[config.mk]
export PLATFORM = sky130hd
export DESIGN_NAME = qrbc_ctrl
export DESIGN_NICKNAME = d
export VERILOG_FILES = /design/src/sv/qrbc_pkg.sv /design/src/sv/qrbc_ctrl.sv
export SDC_FILE = /design/constraint.sdc
export NUM_CORES = 1
export LEC_CHECK = 0
export ABC_AREA = 1
export BUFFER_PORTS_ARGS = -buffer_cell sky130_fd_sc_hd__buf_2
export CORE_AREA = 5 5 42 44
export DETAILED_ROUTE_END_ITERATION = 7
export DIE_AREA = 0 0 47 49
export PLACE_DENSITY_LB_ADDON = 0.08
export SLEW_MARGIN = 10
export SYNTH_ARGS = -nofsm -noshare
export SYNTH_HDL_FRONTEND = slang
export SYNTH_SLANG_ARGS = --single-unit
[constraint.sdc]
create_clock -name clk -period 1.8 [get_ports clk]
set_clock_uncertainty 0.2 [all_clocks]
set_input_delay 0.27 -clock clk [delete_from_list [all_inputs] [get_ports clk]]
set_output_delay 0.27 -clock clk [all_outputs]
set_load 0.01 [all_outputs]
[src/sv/qrbc_pkg.sv]
// Shared types, constants and mask helpers for the QR module bit classifier.
package qrbc_pkg;

  // Stream layout of one input item
  localparam int unsigned POS_W       = 8;
  localparam int unsigned SAMPLE_W    = 12;
  localparam int unsigned NUM_SAMPLES = 5;
  localparam int unsigned ROW_LSB     = 0;
  localparam int unsigned COL_LSB     = 8;
  localparam int unsigned SAMPLE_LSB  = 16;
  localparam int unsigned ENTRY_W     = SAMPLE_LSB + NUM_SAMPLES * SAMPLE_W;
  localparam int unsigned QIDX_LSB    = ENTRY_W;
  localparam int unsigned QIDX_W      = 15;
  localparam int unsigned IN_TDATA_W  = 96;
  localparam int unsigned OUT_TDATA_W = 8;
  localparam int unsigned OP_W        = 2;

  // Configuration port
  localparam int unsigned CFG_IDX_W  = 3;
  localparam int unsigned CFG_DATA_W = 12;
  localparam int unsigned THR_W      = 12;
  localparam int unsigned MC_W       = 8;
  localparam int unsigned MASK_W     = 3;

  localparam logic [THR_W-1:0]  THR_RESET  = 12'd2048;
  localparam logic [MC_W-1:0]   MC_RESET   = 8'd21;
  localparam logic [MASK_W-1:0] MASK_RESET = 3'd0;

  // Lower-right region and voting
  localparam int unsigned REGION_MIN_START   = 8;
  localparam int unsigned REGION_EDGE_OFFSET = 10;
  localparam int unsigned VOTES_FOR_ONE      = 3;

  // Divide an 8-bit value by 3 as (v * 171) >> 9
  localparam int unsigned DIV3_MUL   = 171;
  localparam int unsigned DIV3_SHIFT = 9;

  typedef enum logic [OP_W-1:0] {
    OP_LOAD  = 2'd0,
    OP_QUERY = 2'd1,
    OP_CLEAR = 2'd2,
    OP_NONE  = 2'd3
  } op_t;

  typedef enum logic [CFG_IDX_W-1:0] {
    CFG_CORNER = 3'd0,
    CFG_RIGHT  = 3'd1,
    CFG_DOWN   = 3'd2,
    CFG_COUNT  = 3'd3,
    CFG_MASK   = 3'd4
  } cfg_idx_t;

  typedef enum logic [MASK_W-1:0] {
    MASK_SUM2   = 3'd0,
    MASK_ROW2   = 3'd1,
    MASK_COL3   = 3'd2,
    MASK_SUM3   = 3'd3,
    MASK_BLOCK  = 3'd4,
    MASK_PROD   = 3'd5,
    MASK_PALT   = 3'd6,
    MASK_MIXED  = 3'd7
  } mask_t;

  // Commands from the controller to the datapath
  typedef struct packed {
    logic load;
    logic clear;
    logic query;
    logic out_load;
  } cmd_t;

  // Quotient of an 8-bit value by 3
  function automatic logic [POS_W-1:0] div3(input logic [POS_W-1:0] v);
    logic [16:0] prod;
    prod = 17'(v) * 17'(DIV3_MUL);
    return prod[DIV3_SHIFT +: POS_W];
  endfunction

  // Remainder of an 8-bit value by 3
  function automatic logic [1:0] mod3(input logic [POS_W-1:0] v);
    logic [9:0] back;
    back = 10'(div3(v)) * 10'd3;
    return 2'(10'(v) - back);
  endfunction

  // Reduce a value in 0..4 modulo 3
  function automatic logic [1:0] fold3(input logic [2:0] v);
    logic [2:0] r;
    r = (v >= 3'd3) ? v - 3'd3 : v;
    return r[1:0];
  endfunction

  // Standard QR data mask bit for row i, column j
  function automatic logic mask_flip(input logic [POS_W-1:0] i, input logic [POS_W-1:0] j,
                                     input logic [MASK_W-1:0] pattern);
    logic [1:0]       i3;
    logic [1:0]       j3;
    logic [1:0]       sum3;
    logic [1:0]       prod3;
    logic             prod2;
    logic [POS_W-1:0] jd3;
    logic             flip;
    i3    = mod3(i);
    j3    = mod3(j);
    jd3   = div3(j);
    sum3  = fold3(3'(i3) + 3'(j3));
    prod3 = fold3(3'(4'(i3) * 4'(j3)));
    prod2 = i[0] & j[0];
    unique case (mask_t'(pattern))
      MASK_SUM2:  flip = ~(i[0] ^ j[0]);
      MASK_ROW2:  flip = ~i[0];
      MASK_COL3:  flip = (j3 == 2'd0);
      MASK_SUM3:  flip = (sum3 == 2'd0);
      MASK_BLOCK: flip = ~(i[1] ^ jd3[0]);
      MASK_PROD:  flip = ~prod2 && (prod3 == 2'd0);
      MASK_PALT:  flip = ~(prod2 ^ prod3[0]);
      MASK_MIXED: flip = ~(i[0] ^ j[0] ^ prod3[0]);
    endcase
    return flip;
  endfunction

endpackage

[src/sv/qrbc_ctrl.sv]
// Controller: stream handshakes and the step sequence of a bit query.
module qrbc_ctrl (
  input  logic                         clk,
  input  logic                         rst,
  input  logic                         s_tvalid,
  output logic                         s_tready,
  input  logic [qrbc_pkg::OP_W-1:0]    s_tuser,
  output logic                         m_tvalid,
  input  logic                         m_tready,
  output qrbc_pkg::cmd_t               cmd
);
  import qrbc_pkg::*;

  typedef enum logic [6:0] {
    ST_IDLE  = 7'b0000001,
    ST_PROD  = 7'b0000010,
    ST_SCALE = 7'b0000100,
    ST_SUM   = 7'b0001000,
    ST_NORM  = 7'b0010000,
    ST_RHS   = 7'b0100000,
    ST_VOTE  = 7'b1000000
  } state_t;

  state_t state;
  state_t state_next;
  logic   accept;
  logic   out_free;

  assign s_tready = (state == ST_IDLE);
  assign accept   = s_tvalid && s_tready;
  assign out_free = !m_tvalid || m_tready;

  // Decode the accepted item into datapath commands
  always_comb begin
    cmd.load     = accept && (op_t'(s_tuser) == OP_LOAD);
    cmd.clear    = accept && (op_t'(s_tuser) == OP_CLEAR);
    cmd.query    = accept && (op_t'(s_tuser) == OP_QUERY);
    cmd.out_load = (state == ST_VOTE) && out_free;
  end

  // Walk the query through the datapath stages
  always_comb begin
    state_next = state;
    unique case (state)
      ST_IDLE:  if (cmd.query) state_next = ST_PROD;
      ST_PROD:  state_next = ST_SCALE;
      ST_SCALE: state_next = ST_SUM;
      ST_SUM:   state_next = ST_NORM;
      ST_NORM:  state_next = ST_RHS;
      ST_RHS:   state_next = ST_VOTE;
      ST_VOTE:  if (out_free) state_next = ST_IDLE;
      default:  state_next = ST_IDLE;
    endcase
  end

  always_ff @(posedge clk) begin
    if (rst) begin
      state    <= ST_IDLE;
      m_tvalid <= 1'b0;
    end else begin
      state <= state_next;
      if (cmd.out_load) begin
        m_tvalid <= 1'b1;
      end else if (m_tready) begin
        m_tvalid <= 1'b0;
      end
    end
  end

  a_no_overwrite: assert property (@(posedge clk) disable iff (rst)
    cmd.out_load |-> (!m_tvalid || m_tready))
    else $error("result register overwritten while a transfer is pending");

  a_query_starts: assert property (@(posedge clk) disable iff (rst)
    cmd.query |=> (state == ST_PROD) && !s_tready)
    else $error("query did not start the step sequence");

  a_load_valid: assert property (@(posedge clk) disable iff (rst)
    cmd.out_load |=> m_tvalid)
    else $error("loaded result not offered");

endmodule

# [After elaboration in Yosys (flattened, before gate mapping)]
# Index checks and enable logic that the tools add are counted.
[classes] n_mux=5 eq_ne=11 n_reduce_logical=10
[op_table] op="one-hot mux 7 bit (7 select lines)" n=1
[op_table] op="two-way mux 7 bit" n=2
[op_table] op="equality test 7 x 1 -> 1 bit, second input constant" n=1
[op_table] op="equality test 7 x 2 -> 1 bit, second input constant" n=1
[op_table] op="equality test 7 x 3 -> 1 bit, second input constant" n=1
[op_table] op="equality test 7 x 4 -> 1 bit, second input constant" n=1
[op_table] op="equality test 7 x 5 -> 1 bit, second input constant" n=1
[op_table] op="equality test 7 x 6 -> 1 bit, second input constant" n=1
[op_table] op="equality test 7 bit, second input constant" n=1
[op_table] op="logical AND 1 bit" n=5
[op_table] op="equality test 2 x 1 -> 1 bit, second input constant" n=1
[op_table] op="equality test 2 bit, second input constant" n=1
[op_table] op="zero test 2 bit" n=1
[op_table] op="two-way mux 1 bit" n=2
[op_table] op="inequality test 2 x 1 -> 1 bit, second input constant" n=1
[op_table] op="inequality test 2 bit, second input constant" n=1
[op_table] op="AND reduction 2 bit" n=1
[op_table] op="nonzero test 2 bit" n=1
[op_table] op="zero test 1 bit" n=1
[op_table] op="logical OR 1 bit" n=1
[totals] wordCells=28 input_bits=6 register_bits=8 out_inout_bits=6

# [Logic depth before layout (Yosys ltp)]
# Gate-level depths: netlist of the first run.
[depth] word_depth=5 mapped_depth=9 depth_no_buf=9

# [Least setup slack after synthesis of the first run]
# Ideal clock, no wire load.
[synth_timing] kind="register -> output" start="register state[6]" end="output port cmd[2] (netlist name)" path_buffers=0 path_slack_ns=0.294 stages_incl_launch_ff=6 t_arrival_ns=1.036 required_time_ns=1.330 path_cell_list="dfxtp_1 > nor2_4 > nand2_4 > nor2_8 > nand2_1 > nor3_1"
[synth_lines] element="start: declaration" line="qrbc_ctrl.sv:24" rtl="state_t state;"
[synth_lines] element="start signal: assignment" line="qrbc_ctrl.sv:61" rtl="state <= state_next;"
[synth_lines] element="end: declaration" line="qrbc_ctrl.sv:10" rtl="output qrbc_pkg::cmd_t cmd"

==> impl_metrics.json, run 1 <==
{
  "gp_congestion": 0.754,
  "power_leakage_uw": 0.000414,
  "grt_pass1_wl_um": 2110,
  "cts_sinks": 8,
  "synth_adder_area_share_pct": 0,
  "cp-start-kind": "flop",
  "drt_wl_total_um": 1290,
  "fin_hold_ws_ns": 0.162,
  "peakVddDrop_v": 0.000480,
  "final_antenna_net_count": 0,
  "ff2ff_setup_slack_ns": 0.38,
  "pre_cts_slack_ns": 0.213,
  "clock-root-buffer": "clkbuf_4",
  "antenna_found_initial": 0,
  "power.density_nw_per_um2": 1020,
  "drv_cap": 0,
  "core_um2": 1400,
  "max_stage_delay_ns": 0.36,
  "clk_latency_ns": 0.26,
  "yosysTopAreaCell": "dfxtp_1",
  "setup_slack_ns": 0.0643,
  "fp.dieH_um": 49,
  "dieWidth_um": 47,
  "num_io_pins": 12,
  "ys_types": 18,
  "synth_nets": 87,
  "synth-compound-area-share_pct": 4.09,
  "syn_area_um2": 520,
  "grt_max_degree": 6,
  "synth.top_cell.area_share_pct": 30.8,
  "syn_to_final_growth_pct": 47.6,
  "final_cell_mix": "inv_1, nand2_1, nor2_1",
  "slew_viol_final": 0,
  "avgSynthCellArea_um2": 6.43,
  "cts_tree": "done",
  "worstPathArrival_ns": 1.27,
  "wl_per_cell_um": 10.6,
  "ys_seq_elements": 8,
  "dpl.hpwl_um": 931,
  "crit_start": "state[4]$_SDFFE_PP0P_",
  "synth_mux_area_share_pct": 0,
  "path_clk_slew_ns": 0.06,
  "tightest_slew_ns": 0.344,
  "netlist_instances": 81,
  "hp-start": "m_tready",
  "rsz0062_at_grt": "true",
  "grt_use_total_pct": 13.3,
  "path_cells": "nor2_4 -> nand2_4 -> nor2_8 -> nand2_2 -> nor3_2 -> buf_2",
  "nNetsFinal": 114,
  "synthXorXnorAreaFrac_pct": 0,
  "worst_path_max_delay_cell": "dfxtp_4",
  "hold_viol": 0,
  "worst_slew_margin_rel_pct": 77.0,
  "drtIter0Drc": 2,
  "synth-simple-area-share_pct": 50.7,
  "endpoint_kind": "output pin",
  "layout-drive-gt1-share_pct": 46.2,
  "portBuffers": 11,
  "via_per_inst": 4.54,
  "setup_violations": 0,
  "seq_area_frac_synth_pct": 30.8,
  "r2r-start": "state[3]$_SDFFE_PP0P_",
  "path_buf_inv": 1,
  "tns_ns": 0,
  "holdCritPathClass": "input port to flop",
  "layout_min_cycle_time_ns": 1.74,
  "status": "finished, final reports clean",
  "critPathMaxFanout": 3,
  "path_class": "flop to output pin",
  "clock_path_buffers": 2,
  "crit_family": "simple AND/OR/NAND/NOR gates",
  "htree_levels": 1,
  "crit_required_ns": 1.33,
  "dr.pass1.iters": 2,
  "synth_area_leaders": "dfxtp_1, nand2_1, inv_1",
  "antenna_cells": 0,
  "synth_top_family_by_area": "simple AND/OR/NAND/NOR gates",
  "initial_core_util_pct": 37.1,
  "fmax_mhz": 576,
  "route.vias.total": 554,
  "ys_warn_count": 0,
  "numCtsBuffers": 3,
  "dieArea_um2": 2300,
  "rows": 14,
  "drc_errors": 0,
  "overflow": 0,
  "grt_pass1_vias": 551,
  "fin_crit_sh_pct": 96.4
}
-- worst register-to-register path: stages, from the launching register on --
cell and delay, ns:
dfxtp_2 0.34, nor2_4 0.15, buf_4 0.12, buf_4 0.09
buf_4 0.09, nand4_1 0.10, nand3_1 0.10, nor2_1 0.04
nand2_1 0.05, nand2_1 0.04
-- worst paths after layout --
| kind | to | depth (start not counted) |
|---|---|---|
| max | cmd[2] | 6 |
| min | m_tvalid$_SDFFE_PP0P_ | 4 |
| max reg2reg | state[0]$_SDFFE_PP1P_ | 9 |
| min reg2reg | state[3]$_SDFFE_PP0P_ | 3 |
-- power breakdown --
part / internal (µW) / total, µW / switching [µW]
Clock: 76.8 / 145 / 68.6
Combinational: 193 / 428 / 235
Sequential: 195 / 213 / 17.7
Total: 465 / 786 / 321
-- Yosys cell counts --
| library cell | number |
|---|---|
| nor3_2 | 1 |
| nor3_1 | 2 |
| nand4_1 | 3 |
| inv_2 | 3 |
| nand2_4 | 1 |
| a21oi_1 | 1 |
| dfxtp_1 | 8 |
| inv_1 | 16 |
| nand2_1 | 18 |
| nor2_2 | 3 |
| nand3_2 | 1 |
| o21ai_4 | 1 |
| clkinv_1 | 1 |
| nor2_4 | 1 |
| nand2_2 | 2 |
| nand3_1 | 5 |
| nor2_8 | 1 |
| nor2_1 | 13 |
-- cells by family after synthesis --
group / after synthesis
buf+inv: 20
compound gates: 2
flops: 8
simple gates: 51
-- final cells by class --
class	count	area, µm²
fillers	149	633
multi-input cells	53	338
flip-flops and latches	8	166
repair buffers	22	146
inverters	20	75.1
clock buffers	3	22.5
well taps	16	20.0
-- stage by stage --
stage          instance area, µm²  std cells  total power, µW  util [%]
2_1_floorplan                 520         81              456         -
3_3_place_gp                  596        108              519      42.5
3_5_place_dp                  596        108              526      42.5
4_1_cts                       681        117              722      48.6
5_1_grt                       768        122              859      54.8
6_report                      768        122              786      54.8
-- state kept, by name (all words and copies together), names as in the netlist --
register,flops
state,7
m_tvalid,1
-- layer usage --
| metal | up-vias | wire length [µm] | GRT usage [%] |
|---|---|---|---|
| li1 | 294 | - | - |
| met1 | 240 | 521 | 14.5 |
| met2 | 15 | 635 | 20.4 |
| met3 | 5 | 74 | 2.21 |
| met4 | 0 | 58 | 12.4 |
| met5 | - | 0 | 0 |
-- what timing repair did --
action / CTS / global route
endpoints found under the setup margin: 3 / 5
hold buffers: 1 / 0
pin swaps: 6 / 7
gates resized for setup: 7 / 12
hold endpoints to repair: 2 / 0
cloned: 0 / 0
setup buffers: 5 / 5
No activity file was read; power rests on OpenSTA's default activity.
==> run 2, diff against run 1 <==
--- a/config.mk
+++ b/config.mk
@@ -7,9 +7,12 @@
 export LEC_CHECK = 0
 export ABC_AREA = 1
 export BUFFER_PORTS_ARGS = -buffer_cell sky130_fd_sc_hd__buf_2
-export CORE_AREA = 5 5 42 44
+export CAP_MARGIN = 20
+export CELL_PAD_IN_SITES_DETAIL_PLACEMENT = 0
+export CELL_PAD_IN_SITES_GLOBAL_PLACEMENT = 1
+export CORE_AREA = 5 5 47 49
 export DETAILED_ROUTE_END_ITERATION = 7
-export DIE_AREA = 0 0 47 49
+export DIE_AREA = 0 0 52 54
 export PLACE_DENSITY_LB_ADDON = 0.08
 export SLEW_MARGIN = 10
 export SYNTH_ARGS = -nofsm -noshare
==> constraint.sdc (replaced) <==
create_clock -name clk -period 1.5 [get_ports clk]
set_clock_uncertainty 0.2 [all_clocks]
set_input_delay 0.225 -clock clk [delete_from_list [all_inputs] [get_ports clk]]
set_output_delay 0.225 -clock clk [all_outputs]
set_load 0.01 [all_outputs]
==> impl_metrics.json, run 2 (synthesis results as in run 1) <==
{
  "status": "finished with violations",
  "overflow": 0,
  "tightest_slew_ns": 0.272,
  "num_io_pins": 12,
  "tns_ns": -0.902,
  "via_per_inst": 4.01,
  "dr.pass1.iters": 4,
  "initial_core_util_pct": 28.6,
  "dieArea_um2": 2810,
  "clock-root-buffer": "clkbuf_4",
  "p_comb_share_pct": 57.1,
  "dpl.hpwl_um": 902,
  "critPathMaxFanout": 3,
  "dp_cells": 120,
  "worstRegToRegCells": 12,
  "swShare_pct": 38.9,
  "numCtsBuffers": 3,
  "cts_sinks": 8,
  "final_util_pct": 44.0,
  "final_antenna_net_count": 0,
  "drtIter0Drc": 4,
  "nNetsFinal": 115,
  "layout-drive-gt1-share_pct": 53.3,
  "portBuffers": 11,
  "cp-start-kind": "flop",
  "core_um2": 1820,
  "holdCritPathClass": "input port to flop",
  "grt_pass1_vias": 494,
  "layout.cells.most_common": "inv_1",
  "fmax_mhz": 599,
  "setup_slack_ns": -0.171,
  "largest_reg_flops": 7,
  "syn_to_final_growth_pct": 53.8,
  "gp_congestion": 0.738,
  "clk_latency_ns": 0.25,
  "pwr-share-seq_pct": 26.1,
  "clock_path_buffers": 2,
  "violations": "negative setup slack",
  "rows": 16,
  "wl_per_cell_um": 9.03,
  "htree_levels": 1,
  "worstPathArrival_ns": 1.25,
  "cts_tree": "done",
  "dieWidth_um": 52,
  "p_switching_uw": 384,
  "setup_violations": 8,
  "reg_top3": "state: 7 flops, m_tvalid: 1 flops",
  "power_leakage_uw": 0.000426,
  "top_register": "state",
  "hp-start": "m_tready",
  "final_area_um2": 801,
  "internal_power_uw": 602,
  "slew_viol_final": 0,
  "grt_use_total_pct": 10.0,
  "route.vias.total": 537,
  "antenna_cells": 0,
  "grt_max_degree": 6,
  "path_class": "flop to output pin",
  "rsz0062_at_grt": "true",
  "nFillCells": 213,
  "endpoint_kind": "output pin",
  "dpl_cell_area_um2": 617,
  "path_clk_slew_ns": 0.06,
  "power.density_nw_per_um2": 1230,
  "r2r-start": "state[0]$_SDFFE_PP1P_",
  "peakVddDrop_v": 0.000845,
  "holdPathStages": 4,
  "drv_cap": 0,
  "final_cells": 134,
  "worst_slew_margin_rel_pct": 81.8,
  "fp.dieH_um": 54,
  "fin_crit_sh_pct": 111,
  "crit_required_ns": 1.07,
  "holdPathEnd": "m_tvalid$_SDFFE_PP0P_",
  "ff2ff_setup_slack_ns": -0.06,
  "grt_pass1_wl_um": 1980,
  "layout_min_cycle_time_ns": 1.67,
  "final_cell_mix": "inv_1, nand2_1, nor2_1",
  "regToRegEndpoint": "state[0]$_SDFFE_PP1P_",
  "p_clk_share_pct": 16.9,
  "drc_errors": 0,
  "antenna_found_initial": 0,
  "hold_viol": 0,
  "drt_wl_total_um": 1210
}
-- run 2: worst max-delay path by stage --
stage	from	end	cells past startpoint
after floorplan	state[6]$_SDFFE_PP0P_	cmd[2]	5
after global placement	state[3]$_SDFFE_PP0P_	cmd[2]	6
after detailed placement	state[3]$_SDFFE_PP0P_	cmd[2]	6
after CTS	state[0]$_SDFFE_PP1P_	cmd[2]	7
after global routing	state[0]$_SDFFE_PP1P_	cmd[3]	7
final	state[0]$_SDFFE_PP1P_	cmd[3]	7
-- run 2: area by class of cell --
class / count / area [µm²] / share of cell area [%]
repair buffers: 23 / 158 / 19.7
well taps: 27 / 33.8 / 4.22
flip-flops and latches: 8 / 169 / 21.1
inverters: 20 / 75.1 / 9.38
multi-input cells: 53 / 343 / 42.8
clock buffers: 3 / 22.5 / 2.81
-- run 2: power groups by stage --
stage | clock network (µW) | logic [µW] | registers (µW)
final | 166 | 563 | 257
after global routing | 193 | 625 | 261
after CTS | 177 | 543 | 254
after detailed placement | 0 | 381 | 254
after global placement | 0 | 385 | 254
after floorplan | 0 | 294 | 253
-- run 2: critical path, stage by stage, from the launching register on --
cell     delay (ns)
dfxtp_2        0.33
inv_2          0.05
nor2_4         0.11
nand2_4        0.08
nor2_8         0.12
nand2_2        0.07
nor3_2         0.10
buf_2          0.15
-- run 2: layer usage --
| layer | global-route usage [%] | vias up | share of wire [%] |
|---|---|---|---|
| li1 | - | 293 | - |
| met1 | 11.2 | 231 | 45 |
| met2 | 16.3 | 11 | 49 |
| met3 | 2.49 | 2 | 4.0 |
| met4 | 7.86 | 0 | 1.9 |
| met5 | 0 | - | 0 |
-- run 2: stage by stage --
step / hold WS (ns) / setup WS [ns] / total power [µW]
floorplan: 0.0974 / 0.0386 / 547
global placement: 0.236 / -0.0520 / 639
detailed placement: 0.245 / -0.0539 / 635
CTS: 0.107 / -0.265 / 974
global route: 0.166 / -0.290 / 1080
finish: 0.106 / -0.171 / 986
-- run 2: what timing repair did --
item | in CTS | in global routing
gates resized for setup | 16 | 9
hold buffers | 1 | 0
hold endpoints to repair | 3 | 0
setup buffers | 9 | 1
gates cloned | 0 | 0
setup endpoints to repair | 5 | 9
pin swaps | 7 | 7
